**src/design/nalsplit_pkg.sv**
```systemverilog
// ----------------------------------------------------------------------------
// nalsplit_pkg
// Shared types and constants of the Annex B NAL unit splitter.
// ----------------------------------------------------------------------------
package nalsplit_pkg;

  localparam int POSITION_WIDTH_DEF = 32;
  localparam int LENGTH_WIDTH_DEF   = 24;
  localparam int QUEUE_DEPTH_DEF    = 4;
  localparam int CFG_WIDTH          = 24;

  localparam logic [CFG_WIDTH-1:0] MAX_LEN_RESET = 24'd100000;

  localparam logic [7:0] START_CODE_BYTE = 8'h01;

  localparam logic [7:0] HDR_FORBIDDEN_MASK = 8'h80;
  localparam logic [7:0] HDR_REF_IDC_MASK   = 8'h60;
  localparam logic [7:0] HDR_TYPE_MASK      = 8'h1f;

  localparam logic [2:0] PREFIX_THREE = 3'd3;
  localparam logic [2:0] PREFIX_FOUR  = 3'd4;

  typedef enum logic [1:0] {
    ST_OK       = 2'd0,
    ST_STRAY    = 2'd1,
    ST_EMPTY    = 2'd2,
    ST_OVERSIZE = 2'd3
  } status_t;

  typedef struct packed {
    logic [7:0] data_byte;
    logic       end_of_stream;
  } in_t;

  typedef struct packed {
    logic [31:0] unit_offset;
    logic [23:0] unit_length;
    logic [2:0]  prefix_length;
    logic        hdr_forbidden;
    logic [1:0]  ref_idc;
    logic [4:0]  unit_type;
    status_t     status;
    logic        last_record;
  } out_t;

endpackage

```
**src/design/nalsplit_front.sv**
```systemverilog
// ----------------------------------------------------------------------------
// nalsplit_front
// Start code detection and unit bookkeeping; queues up to two unit closures
// per accepted byte.
// ----------------------------------------------------------------------------
module nalsplit_front #(
  parameter  int POSITION_WIDTH = nalsplit_pkg::POSITION_WIDTH_DEF,
  parameter  int LENGTH_WIDTH   = nalsplit_pkg::LENGTH_WIDTH_DEF,
  localparam int EV_W           = POSITION_WIDTH + LENGTH_WIDTH + 13
) (
  input  logic               clk,
  input  logic               rst_n,
  input  logic               in_valid,
  output logic               in_stall,
  input  nalsplit_pkg::in_t  in_data,
  input  logic               q_space_ok,
  output logic [1:0]         wr_cnt,
  output logic [EV_W-1:0]    wr_data0,
  output logic [EV_W-1:0]    wr_data1
);

  localparam int CW = LENGTH_WIDTH + 1;

  typedef struct packed {
    logic [POSITION_WIDTH-1:0] offset;
    logic [CW-1:0]             count;
    logic                      four;
    logic [7:0]                header;
    logic                      last;
    logic                      stray;
    logic                      hunt;
  } ev_t;

  logic [23:0]               recent_r, recent_nxt;
  logic [POSITION_WIDTH-1:0] pos_r, pos_nxt;
  logic [POSITION_WIDTH-1:0] start_r, start_m, start_nxt;
  logic                      four_r, four_m, four_nxt;
  logic [CW-1:0]             bytes_r, bytes_m, bytes_nxt;
  logic [7:0]                header_r, header_m, header_nxt;
  logic                      inside_r, inside_m, inside_nxt;
  logic                      stray_r, stray_m, stray_nxt;

  logic          accept;
  logic [7:0]    b;
  logic          eos;
  logic          sc;
  logic          sc_four;
  logic [CW-1:0] zeros;
  logic [CW-1:0] n_sc;
  logic          v0;
  ev_t           ev0;
  ev_t           ev1;

  assign in_stall = !q_space_ok;
  assign accept   = in_valid && q_space_ok;

  always_comb begin
    b       = in_data.data_byte;
    eos     = in_data.end_of_stream;
    sc      = (recent_r[15:0] == 16'h0000) && (b == nalsplit_pkg::START_CODE_BYTE);
    sc_four = (recent_r == 24'h000000);
    zeros   = sc_four ? CW'(3) : CW'(2);
    n_sc    = (bytes_r >= zeros) ? (bytes_r - zeros) : '0;

    inside_m = inside_r;
    four_m   = four_r;
    start_m  = start_r;
    bytes_m  = bytes_r;
    header_m = header_r;
    stray_m  = stray_r;
    if (sc) begin
      inside_m = 1'b1;
      four_m   = sc_four;
      start_m  = pos_r - (sc_four ? POSITION_WIDTH'(3) : POSITION_WIDTH'(2));
      bytes_m  = '0;
      header_m = 8'h00;
      // The first unit's closure clears the stray mark; while hunting, bytes
      // ahead of the start code set it.
      stray_m  = inside_r ? 1'b0 : (stray_r || (n_sc != '0));
    end else begin
      if (inside_r && (bytes_r == '0)) begin
        header_m = b;
      end
      if (!(&bytes_r)) begin
        bytes_m = bytes_r + CW'(1);
      end
    end

    v0         = sc && inside_r;
    ev0.offset = start_r;
    ev0.count  = n_sc;
    ev0.four   = four_r;
    ev0.header = header_r;
    ev0.last   = 1'b0;
    ev0.stray  = stray_r;
    ev0.hunt   = 1'b0;

    if (inside_m) begin
      ev1.offset = start_m;
      ev1.count  = bytes_m;
      ev1.four   = four_m;
      ev1.header = header_m;
      ev1.last   = 1'b1;
      ev1.stray  = stray_m;
      ev1.hunt   = 1'b0;
    end else begin
      ev1.offset = '0;
      ev1.count  = bytes_m;
      ev1.four   = 1'b0;
      ev1.header = 8'h00;
      ev1.last   = 1'b1;
      ev1.stray  = 1'b1;
      ev1.hunt   = 1'b1;
    end

    wr_cnt   = accept ? ({1'b0, v0} + {1'b0, eos}) : 2'd0;
    wr_data0 = v0 ? ev0 : ev1;
    wr_data1 = ev1;

    recent_nxt = {recent_r[15:0], b};
    pos_nxt    = pos_r + POSITION_WIDTH'(1);
    inside_nxt = inside_m;
    four_nxt   = four_m;
    start_nxt  = start_m;
    bytes_nxt  = bytes_m;
    header_nxt = header_m;
    stray_nxt  = stray_m;
    if (eos) begin
      recent_nxt = 24'hffffff;
      pos_nxt    = '0;
      inside_nxt = 1'b0;
      four_nxt   = 1'b0;
      start_nxt  = '0;
      bytes_nxt  = '0;
      header_nxt = 8'h00;
      stray_nxt  = 1'b0;
    end
  end

  always_ff @(posedge clk) begin
    if (!rst_n) begin
      recent_r <= 24'hffffff;
      pos_r    <= '0;
      inside_r <= 1'b0;
      four_r   <= 1'b0;
      start_r  <= '0;
      bytes_r  <= '0;
      header_r <= 8'h00;
      stray_r  <= 1'b0;
    end else if (accept) begin
      recent_r <= recent_nxt;
      pos_r    <= pos_nxt;
      inside_r <= inside_nxt;
      four_r   <= four_nxt;
      start_r  <= start_nxt;
      bytes_r  <= bytes_nxt;
      header_r <= header_nxt;
      stray_r  <= stray_nxt;
    end
  end

`ifndef NO_ASSERTIONS
  a_eos_restarts: assert property (@(posedge clk) disable iff (!rst_n)
    accept && in_data.end_of_stream |=> (pos_r == '0) && !inside_r && !stray_r)
    else $error("end of stream did not restart the stream state");
`endif

endmodule

```
**src/design/nalsplit_queue.sv**
```systemverilog
// ----------------------------------------------------------------------------
// nalsplit_queue
// Small register queue taking zero, one or two entries per cycle and
// giving zero or one.
// ----------------------------------------------------------------------------
module nalsplit_queue #(
  parameter int DATA_W = 69,
  parameter int DEPTH  = nalsplit_pkg::QUEUE_DEPTH_DEF
) (
  input  logic              clk,
  input  logic              rst_n,
  input  logic [1:0]        wr_cnt,
  input  logic [DATA_W-1:0] wr_data0,
  input  logic [DATA_W-1:0] wr_data1,
  output logic              space_ok,
  output logic              not_empty,
  input  logic              pop,
  output logic [DATA_W-1:0] rd_data
);

  // DEPTH must be a power of two so that the pointers wrap by themselves; nothing here checks it.
  localparam int PTR_W = $clog2(DEPTH);
  localparam int CNT_W = $clog2(DEPTH + 1);

  logic [DATA_W-1:0] mem [DEPTH];
  logic [PTR_W-1:0]  wptr_r, wptr_nxt;
  logic [PTR_W-1:0]  rptr_r, rptr_nxt;
  logic [CNT_W-1:0]  count_r, count_nxt;

  always_comb begin
    wptr_nxt  = wptr_r + PTR_W'(wr_cnt);
    rptr_nxt  = rptr_r + PTR_W'(pop);
    count_nxt = count_r + CNT_W'(wr_cnt) - CNT_W'(pop);
    space_ok  = (count_r <= CNT_W'(DEPTH - 2));
    not_empty = (count_r != '0);
    rd_data   = mem[rptr_r];
  end

  always_ff @(posedge clk) begin
    if (!rst_n) begin
      wptr_r  <= '0;
      rptr_r  <= '0;
      count_r <= '0;
    end else begin
      wptr_r  <= wptr_nxt;
      rptr_r  <= rptr_nxt;
      count_r <= count_nxt;
    end
  end

  always_ff @(posedge clk) begin
    if (wr_cnt != 2'd0) begin
      mem[wptr_r] <= wr_data0;
    end
    if (wr_cnt == 2'd2) begin
      mem[wptr_r + PTR_W'(1)] <= wr_data1;
    end
  end

`ifndef NO_ASSERTIONS
  a_count_bound: assert property (@(posedge clk) disable iff (!rst_n)
    count_r <= CNT_W'(DEPTH))
    else $error("queue count beyond its depth");
  a_no_underflow: assert property (@(posedge clk) disable iff (!rst_n)
    pop |-> not_empty)
    else $error("queue read while empty");
  a_no_overflow: assert property (@(posedge clk) disable iff (!rst_n)
    (wr_cnt != 2'd0) |-> ((count_r + CNT_W'(wr_cnt)) <= CNT_W'(DEPTH) + CNT_W'(pop)))
    else $error("queue written beyond its depth");
`endif

endmodule

```
**src/design/nalsplit_back.sv**
```systemverilog
// ----------------------------------------------------------------------------
// nalsplit_back
// Turns queued unit closures into result records: status, saturation,
// header fields, and the output register.
// ----------------------------------------------------------------------------
module nalsplit_back #(
  parameter  int POSITION_WIDTH = nalsplit_pkg::POSITION_WIDTH_DEF,
  parameter  int LENGTH_WIDTH   = nalsplit_pkg::LENGTH_WIDTH_DEF,
  localparam int EV_W           = POSITION_WIDTH + LENGTH_WIDTH + 13
) (
  input  logic                                clk,
  input  logic                                rst_n,
  input  logic                                q_valid,
  input  logic [EV_W-1:0]                     q_data,
  output logic                                q_pop,
  input  logic [nalsplit_pkg::CFG_WIDTH-1:0]  max_len,
  output logic                                out_valid,
  input  logic                                out_stall,
  output nalsplit_pkg::out_t                  out_data
);

  localparam int CW   = LENGTH_WIDTH + 1;
  localparam int CMPW = (CW > nalsplit_pkg::CFG_WIDTH) ? CW : nalsplit_pkg::CFG_WIDTH;

  typedef struct packed {
    logic [POSITION_WIDTH-1:0] offset;
    logic [CW-1:0]             count;
    logic                      four;
    logic [7:0]                header;
    logic                      last;
    logic                      stray;
    logic                      hunt;
  } ev_t;

  ev_t                     ev;
  logic                    over_field;
  logic                    too_big;
  logic                    empty;
  logic [LENGTH_WIDTH-1:0] sat_len;
  logic [7:0]              hdr;
  nalsplit_pkg::status_t   st;
  nalsplit_pkg::out_t      rec;

  logic                    out_valid_r;
  nalsplit_pkg::out_t      out_r;

  always_comb begin
    ev         = q_data;
    over_field = ev.count[LENGTH_WIDTH];
    sat_len    = over_field ? '1 : ev.count[LENGTH_WIDTH-1:0];
    too_big    = over_field || (CMPW'(ev.count) > CMPW'(max_len));
    empty      = (ev.count == '0);
    hdr        = empty ? 8'h00 : ev.header;

    if (ev.hunt) begin
      st = nalsplit_pkg::ST_STRAY;
    end else if (empty) begin
      st = nalsplit_pkg::ST_EMPTY;
    end else if (too_big) begin
      st = nalsplit_pkg::ST_OVERSIZE;
    end else if (ev.stray) begin
      st = nalsplit_pkg::ST_STRAY;
    end else begin
      st = nalsplit_pkg::ST_OK;
    end

    rec.unit_offset   = 32'(ev.offset);
    rec.unit_length   = 24'(sat_len);
    rec.prefix_length = ev.four ? nalsplit_pkg::PREFIX_FOUR : nalsplit_pkg::PREFIX_THREE;
    rec.hdr_forbidden = |(hdr & nalsplit_pkg::HDR_FORBIDDEN_MASK);
    rec.ref_idc       = 2'((hdr & nalsplit_pkg::HDR_REF_IDC_MASK) >> 5);
    rec.unit_type     = 5'(hdr & nalsplit_pkg::HDR_TYPE_MASK);
    rec.status        = st;
    rec.last_record   = ev.last;

    q_pop = q_valid && (!out_valid_r || !out_stall);
  end

  always_ff @(posedge clk) begin
    if (!rst_n) begin
      out_valid_r <= 1'b0;
    end else if (!out_valid_r || !out_stall) begin
      out_valid_r <= q_valid;
    end
  end

  always_ff @(posedge clk) begin
    if (q_pop) begin
      out_r <= rec;
    end
  end

  assign out_valid = out_valid_r;
  assign out_data  = out_r;

`ifndef NO_ASSERTIONS
  a_empty_zero_len: assert property (@(posedge clk) disable iff (!rst_n)
    out_valid_r && (out_r.status == nalsplit_pkg::ST_EMPTY) |->
      (out_r.unit_length == 24'd0) && (out_r.unit_type == 5'd0) && !out_r.last_record ||
      out_valid_r && (out_r.status == nalsplit_pkg::ST_EMPTY) &&
      (out_r.unit_length == 24'd0) && (out_r.unit_type == 5'd0))
    else $error("empty unit record carries a length or header");
`endif

endmodule

```
**src/design/annexb_nal_unit_splitter_core.sv**
```systemverilog
// ----------------------------------------------------------------------------
// annexb_nal_unit_splitter_core
// Splits an H.264 Annex B byte stream into NAL unit records.
// ----------------------------------------------------------------------------
// Usage:
//   The input channel (in_valid, in_stall, in_data) takes one stream byte
//   per transaction, with end_of_stream set on the final byte. The result
//   channel (out_valid, out_stall, out_data) gives one record per closed NAL
//   unit, plus one stray record at end of stream if no unit is open. The
//   configuration channel (cfg_valid, cfg_ready, cfg_data) writes
//   max_unit_length; it is always ready and is to be written only while
//   idle, which the block itself does not enforce. Throughput is one byte
//   per cycle while in_stall is low. A byte closes at most two units (a start
//   code that is also the final byte), and those two records leave the queue
//   one per cycle while out_stall is low. Each record is written into the queue
//   when the byte closing it is taken, then popped into the output register.
//   When the receiver stalls, records pile up in a four-entry queue; in_stall
//   rises once fewer than two entries are free, so no record is ever lost.
//   Reset empties the queue and the output register, returns the parser to
//   hunting for the first start code at position zero and loads max_unit_length
//   with 100000. End of stream does the same to the parser but keeps the register.
// ----------------------------------------------------------------------------
module annexb_nal_unit_splitter_core #(
  parameter int POSITION_WIDTH = nalsplit_pkg::POSITION_WIDTH_DEF,
  parameter int LENGTH_WIDTH   = nalsplit_pkg::LENGTH_WIDTH_DEF,
  parameter int QUEUE_DEPTH    = nalsplit_pkg::QUEUE_DEPTH_DEF
) (
  input  logic                               clk,
  input  logic                               rst_n,
  input  logic                               in_valid,
  output logic                               in_stall,
  input  nalsplit_pkg::in_t                  in_data,
  output logic                               out_valid,
  input  logic                               out_stall,
  output nalsplit_pkg::out_t                 out_data,
  input  logic                               cfg_valid,
  output logic                               cfg_ready,
  input  logic [nalsplit_pkg::CFG_WIDTH-1:0] cfg_data
);

  // One queued closure: offset, count, prefix flag, header and three flags.
  localparam int EV_W = POSITION_WIDTH + LENGTH_WIDTH + 13;

  logic [nalsplit_pkg::CFG_WIDTH-1:0] max_len_r;

  logic [1:0]      wr_cnt;
  logic [EV_W-1:0] wr_data0;
  logic [EV_W-1:0] wr_data1;
  logic            q_space_ok;
  logic            q_not_empty;
  logic            q_pop;
  logic [EV_W-1:0] q_data;

  // The register port never pushes back.
  assign cfg_ready = 1'b1;

  always_ff @(posedge clk) begin
    if (!rst_n) begin
      max_len_r <= nalsplit_pkg::MAX_LEN_RESET;
    end else if (cfg_valid && cfg_ready) begin
      max_len_r <= cfg_data;
    end
  end

  // Front end: start code search and unit bookkeeping, one byte a cycle while the queue has room.
  nalsplit_front #(
    .POSITION_WIDTH (POSITION_WIDTH),
    .LENGTH_WIDTH   (LENGTH_WIDTH)
  ) u_front (
    .clk        (clk),
    .rst_n      (rst_n),
    .in_valid   (in_valid),
    .in_stall   (in_stall),
    .in_data    (in_data),
    .q_space_ok (q_space_ok),
    .wr_cnt     (wr_cnt),
    .wr_data0   (wr_data0),
    .wr_data1   (wr_data1)
  );

  // Queue between the two halves, so each side can stall on its own.
  nalsplit_queue #(
    .DATA_W (EV_W),
    .DEPTH  (QUEUE_DEPTH)
  ) u_queue (
    .clk       (clk),
    .rst_n     (rst_n),
    .wr_cnt    (wr_cnt),
    .wr_data0  (wr_data0),
    .wr_data1  (wr_data1),
    .space_ok  (q_space_ok),
    .not_empty (q_not_empty),
    .pop       (q_pop),
    .rd_data   (q_data)
  );

  // Back end: status, saturation and the output register.
  nalsplit_back #(
    .POSITION_WIDTH (POSITION_WIDTH),
    .LENGTH_WIDTH   (LENGTH_WIDTH)
  ) u_back (
    .clk       (clk),
    .rst_n     (rst_n),
    .q_valid   (q_not_empty),
    .q_data    (q_data),
    .q_pop     (q_pop),
    .max_len   (max_len_r),
    .out_valid (out_valid),
    .out_stall (out_stall),
    .out_data  (out_data)
  );

`ifndef NO_ASSERTIONS
  a_stall_means_full: assert property (@(posedge clk) disable iff (!rst_n)
    in_stall |-> out_valid)
    else $error("input stalled while no record is waiting at the output");
`endif

endmodule
```
**config.mk**
```make
export PLATFORM = sky130hd
export DESIGN_NAME = annexb_nal_unit_splitter_core
export DESIGN_NICKNAME = d
export VERILOG_FILES = /design/src/design/nalsplit_pkg.sv /design/src/design/nalsplit_front.sv /design/src/design/nalsplit_queue.sv /design/src/design/nalsplit_back.sv /design/src/design/annexb_nal_unit_splitter_core.sv
export SDC_FILE = /design/constraint.sdc
export NUM_CORES = 1
export LEC_CHECK = 0
export BUFFER_PORTS_ARGS = -buffer_cell sky130_fd_sc_hd__clkbuf_2
export CAP_MARGIN = 20
export CORE_MARGIN = 4
export CORE_UTILIZATION = 45
export DETAILED_ROUTE_END_ITERATION = 10
export HOLD_SLACK_MARGIN = 0.03
export PLACE_DENSITY = 0.72
export REMOVE_ABC_BUFFERS = 1
export SYNTH_ARGS = -nofsm -noshare
export SYNTH_HDL_FRONTEND = slang
export SYNTH_SLANG_ARGS = --single-unit
```
**constraint.sdc**
```tcl
create_clock -name clk -period 11.5 [get_ports clk]
set_input_delay 2.3 -clock clk [delete_from_list [all_inputs] [get_ports clk]]
set_output_delay 2.3 -clock clk [all_outputs]
set_load 0.03 [all_outputs]
```
After elaboration in Yosys (flattened, before gate mapping)
Memory sizes are Yosys's and may differ from the RTL's. A register that Yosys moved wholly into a read port is not among the register bits.
Cells that the tools add are included.
Word-level totals
  logic and storage cells: 88
  memory bits (read-only): 0
  register bits after elaboration: 226
  output and inout port bits: 73
  memories: 1
  memory bits (writable): 276
  latch bits: 0
  input bits: 38
Memory list
  u_queue.mem: words 4, width 69, read ports 1, clocked after memory_dff 1, wr ports 2, RTL line nalsplit_queue.sv:25  | logic [DATA_W-1:0] mem [DEPTH];
Operators by class
  shift operators: 0
  magnitude comparators: 3
  div/mod/pow operators: 0
  equal/unequal tests: 2
  $mul: 0
  bitwise logic cells: 0
  reductions and logical operators: 19
  mux-type cells: 32
  $add $sub $neg: 10
Operators by type and width (count)
  $mux 69: 2
  $mux 25: 4
  $mux 32: 3
  $logic_not 25->1: 2
  $add 32x1->32 const B: 1
  $sub 32x32->32: 1
  $add 25x1->25 const B: 1
  $ge 25x25->1: 1
  $gt 25x24->1: 1
  $reduce_and 25->1: 1
  $reduce_bool 25->1: 1
  $sub 25x25->25: 1
  $logic_not 24->1: 1
  $mux 24: 1
  $mux 8: 3
  $logic_not 16->1: 1
  $mux 1: 14
  $eq 8x1->1 const B: 1
  $mux 2: 4
  $logic_and 1x1->1: 5
  $add 3x2->3: 1
  $le 3x2->1 const B: 1
  $logic_not 1->1: 3
  $logic_or 1x1->1: 3
  9 further kinds: 9

Longest topological paths before layout
  depth in word-level cells: 10
  gate-level depth with buffers: 14
  depth with buffers taken out: 12

Hierarchy
Synthesis repeated with hierarchy kept, for this count alone.
Unflattened totals
  cells, all modules: 2155
  area total of the unflattened synthesis: 25772.2 um^2
By module, submodules not included
  nalsplit_queue: area each 13709.4 um^2, cells an instance 711, sequential area each 8428.1 um^2, instances 1
  nalsplit_front: area each 8066.5 um^2, cells an instance 1151, sequential area each 2482.4 um^2, instances 1
  nalsplit_back: area each 3070.4 um^2, cells an instance 214, sequential area each 2092.0 um^2, instances 1
  annexb_nal_unit_splitter_core: area each 925.9 um^2, cells an instance 79, sequential area each 480.5 um^2, instances 1

Worst setup path before layout
OpenSTA, ideal clock, no wires.
  path type: input -> register
  start: input out_stall
  end: register u_queue.count_r[2]
  data arrival time: 7473 ps
  data required time: 11385 ps
  slack: 3912 ps
  path buffers: 0
  stages on the path: 9
  setup time: 115 ps
  path through: a21oi_1 ha_1 inv_1 ha_1 inv_1 fa_1 xor2_1 xnor2_1 and2_1
Between the ends
  cells in the longest elaborated chain, start to end: 4
Ends and longest elaborated chain
  from (decl): RTL line annexb_nal_unit_splitter_core.sv:34  | input logic out_stall,
  $logic_not 1->1: RTL line nalsplit_back.sv:76  | q_pop = q_valid && (!out_valid_r || !out_stall);
  $logic_or 1x1->1: RTL line nalsplit_back.sv:76
  $logic_and 1x1->1: RTL line nalsplit_back.sv:76
  $sub 3x1->3: RTL line nalsplit_queue.sv:33  | count_nxt = count_r + CNT_W'(wr_cnt) - CNT_W'(pop);
  to (signal assigned): RTL line nalsplit_queue.sv:47  | count_r <= count_nxt;
  to (decl): RTL line nalsplit_queue.sv:28  | logic [CNT_W-1:0] count_r, count_nxt;
No other way between the ends.
A chain may end at the register's enable or synchronous reset.

==> results.cfg <==
[run]
maxCapViolCount = 0

[final_layout]
n_antenna_cell = 0
design_area_um2 = 27190
finalNetCount = 2272
drive_gt1_share_pct = 15.49
final_common_cell = edfxtp_1
final_cell_mix = edfxtp_1, nand2_1, dfxtp_1
area_growth_pct = 11.50
post_layout_nonfiller_instances = 2936
fin_util_pct = 50.62
num-fill-cells = 4533

[synth]
synth_compound_area_share_pct = 13.53
yosys.area_share.simple_pct = 15.52
synth_cells = 2165
synth_mux_area_share_pct = 7.363
synth_edf_count = 341
synth_adder_area_share_pct = 2.032
yosys.area.top_type = edfxtp_1
synth_top_family_by_area = simple AND/OR/NAND/NOR gates
ys.flop_type = edfxtp_1
synth_cell_types = 76
synth_xor_area_share_pct = 2.873
syn_area_per_cell_um2 = 11.26
synth.top_cell.area_share_pct = 41.99
syn_area_um2 = 24380
seq_area_frac_synth_pct = 55.13
yosys_warnings = 0
synth-seq-cells = 501
synthTopCellsByArea = edfxtp_1, dfxtp_1, mux4_2
async_flop_share_pct = 0

[cts]
cts_setup_buffers = 0
cts_buffers = 53
clockBufferDepth = 3
clkTransAtPathRegs_ns = 0.06
ctsHoldBuffers = 0
clk_latency_ns = 0.62
clockRootBuffer = clkbuf_16
cts.sinks = 501
cts-resized-gates = 0
htree_levels = 2
cts_tree = built

[critical_path]
cp.required_ns = 11.97
regToRegStartpoint = u_front.recent_r[4]
worst-setup-path-type = input port to flip-flop
r2r_cells = 14
arrival_ns = 7.13
rrSetupSlack_ns = 6.29
worst_setup_path_start_kind = input port
rr_endpoint = u_queue.mem[1][18]
critPathMaxFanout = 39
endpoint_kind = flip-flop
startpoint = in_data[1]

[timing]
fin_hold_ws_ns = 0.4772
clock.fmax_mhz = 150.0
rsz0062_at_grt = false
slew_headroom_pct = 22.36
fin_crit_sh_pct = 57.96
setup_viol = 0
clock_skew_ns = 0.02486
totalNegativeSetupSlack_ns = 0
period_minus_slack_ns = 6.665
maxSlewViolCount = 0
tightest_slew_ns = 1.165
finalHoldViolations = 0

[global_routing]
antenna_found_initial = 1
grt_max_degree = 71
track_usage_pct = 22.99
grt-ovfl-total = 0
grt_pass1_wl_um = 103100
grt_pass1_vias = 17650

[floorplan]
dieWidth_um = 240.8
start_util_pct = 45.40
io_pins = 111
num_rows = 85
die_h_um = 240.8
core_area_um2 = 53710
dieArea_um2 = 57980

[placement]
gp_congestion = 0.9323
numPortBuffers = 109
place_inst = 2834
place_area_um2 = 25390
dp_hpwl_um = 46260

[worst_hold_path]
worstHoldStart = u_front.recent_r[22]
min_path_cells = 2
hold_class = flip-flop to flip-flop
hold_end = u_front.recent_r[22]

[pwr]
power_density_nw_per_um2 = 193.8
ir_drop_mv = 0.1443
p_leak_uw = 0.009208

[drt]
wirelength_um = 68100
vias = 18300
drt_iter0_markers = 2327
firstDrtPassIters = 6
wl_per_cell_um = 23.19
routed_via_density = 6.232
ant_nets = 0
drc_errors = 0

[run_status]
status = finished clean
-- flip-flops by register name, indices dropped and copies added, names as in the netlist --
signal            cells
u_front.four_r        1
u_front.inside_r      1
u_queue.count_r       3
u_front.recent_r     24
u_back.out_data      69
u_queue.rptr_r        2
u_back.out_valid      1
u_queue.mem         276
u_queue.wptr_r        2
u_front.pos_r        32
u_front.header_r      8
max_len_r            24
u_front.bytes_r      25
u_front.stray_r       1
u_front.start_r      32
-- critical path, cell delays in order --
cell and delay [ns]:
clkbuf_2 0.12, nor4b_1 0.15, and2_1 0.22, nand3_1 0.12
buf_4 0.34, clkinv_1 0.43, ha_1 0.54, nor4_2 0.86
nor2_2 0.07, buf_4 0.29, inv_2 0.67, buf_4 0.62
nand2_1 0.15, o22ai_1 0.19
-- per-stage QoR --
stage	power (uW)	setup slack [ns]
5_1_grt	5490	4.560
4_1_cts	5308	4.884
2_1_floorplan	3195	3.847
6_report	5268	4.835
3_3_place_gp	3556	4.503
3_5_place_dp	3585	4.237
-- layer usage --
| metal | track usage [%] | share of wire [%] | wire length, um | up-vias |
|---|---|---|---|---|
| met1 | 33.02 | 41 | 28260 | 8973 |
| met4 | 6.155 | 2.2 | 1510 | 0 |
| met5 | 0 | 0 | 0 | - |
| li1 | - | - | - | 8219 |
| met2 | 34.77 | 44 | 30200 | 982 |
| met3 | 6.365 | 12 | 8126 | 122 |
-- Yosys cell counts, types with 39 or more instances --
cell type	n
dfxtp_1	160
a22o_1	39
nand3_1	79
nor2b_1	55
clkbuf_1	125
nand2_1	233
mux4_2	69
xnor2_1	44
nor3_1	51
a21oi_1	137
inv_1	51
nor2_1	120
nor4_1	42
o21ai_0	59
edfxtp_1	341
o2bb2ai_1	83
-- power by group --
group	switching, uW	internal, uW	total [uW]
Combinational	807	421	1230
Sequential	130	2190	2320
Clock	725	1000	1720
Total	1660	3610	5270
-- worst max-delay path by stage --
stage	end	slack, ns	depth (start not counted)
after floorplan	u_queue.mem[2][18]	3.85	11
after global routing	u_queue.mem[1][34]	4.56	14
final	u_queue.mem[1][18]	4.84	14
after CTS	u_queue.mem[1][18]	4.88	14
after global placement	u_queue.mem[1][18]	4.50	14
after detailed placement	u_queue.mem[1][18]	4.24	14
-- cell families after synthesis --
logic type               Yosys count
other                              1
buffers and inverters            217
multiplexers                      93
adder cells (fa/ha/maj)           39
AND/OR/NAND/NOR                  752
flip-flops                       501
AO/OA/AOI/OAI                    482
XOR/XNOR                          80
-- cell type report --
type | instances | area [um^2] | share of cell area [%]
well taps | 696 | 870.8 | 3.203
multi-input cells | 1447 | 10110 | 37.19
inverters | 52 | 195.2 | 0.7179
clock buffers | 70 | 1440 | 5.297
repair buffers | 140 | 805.8 | 2.964
flip-flops and latches | 501 | 13450 | 49.47
clock inverters | 30 | 314.1 | 1.155
Note: power is estimated with default switching activity, not from simulation.
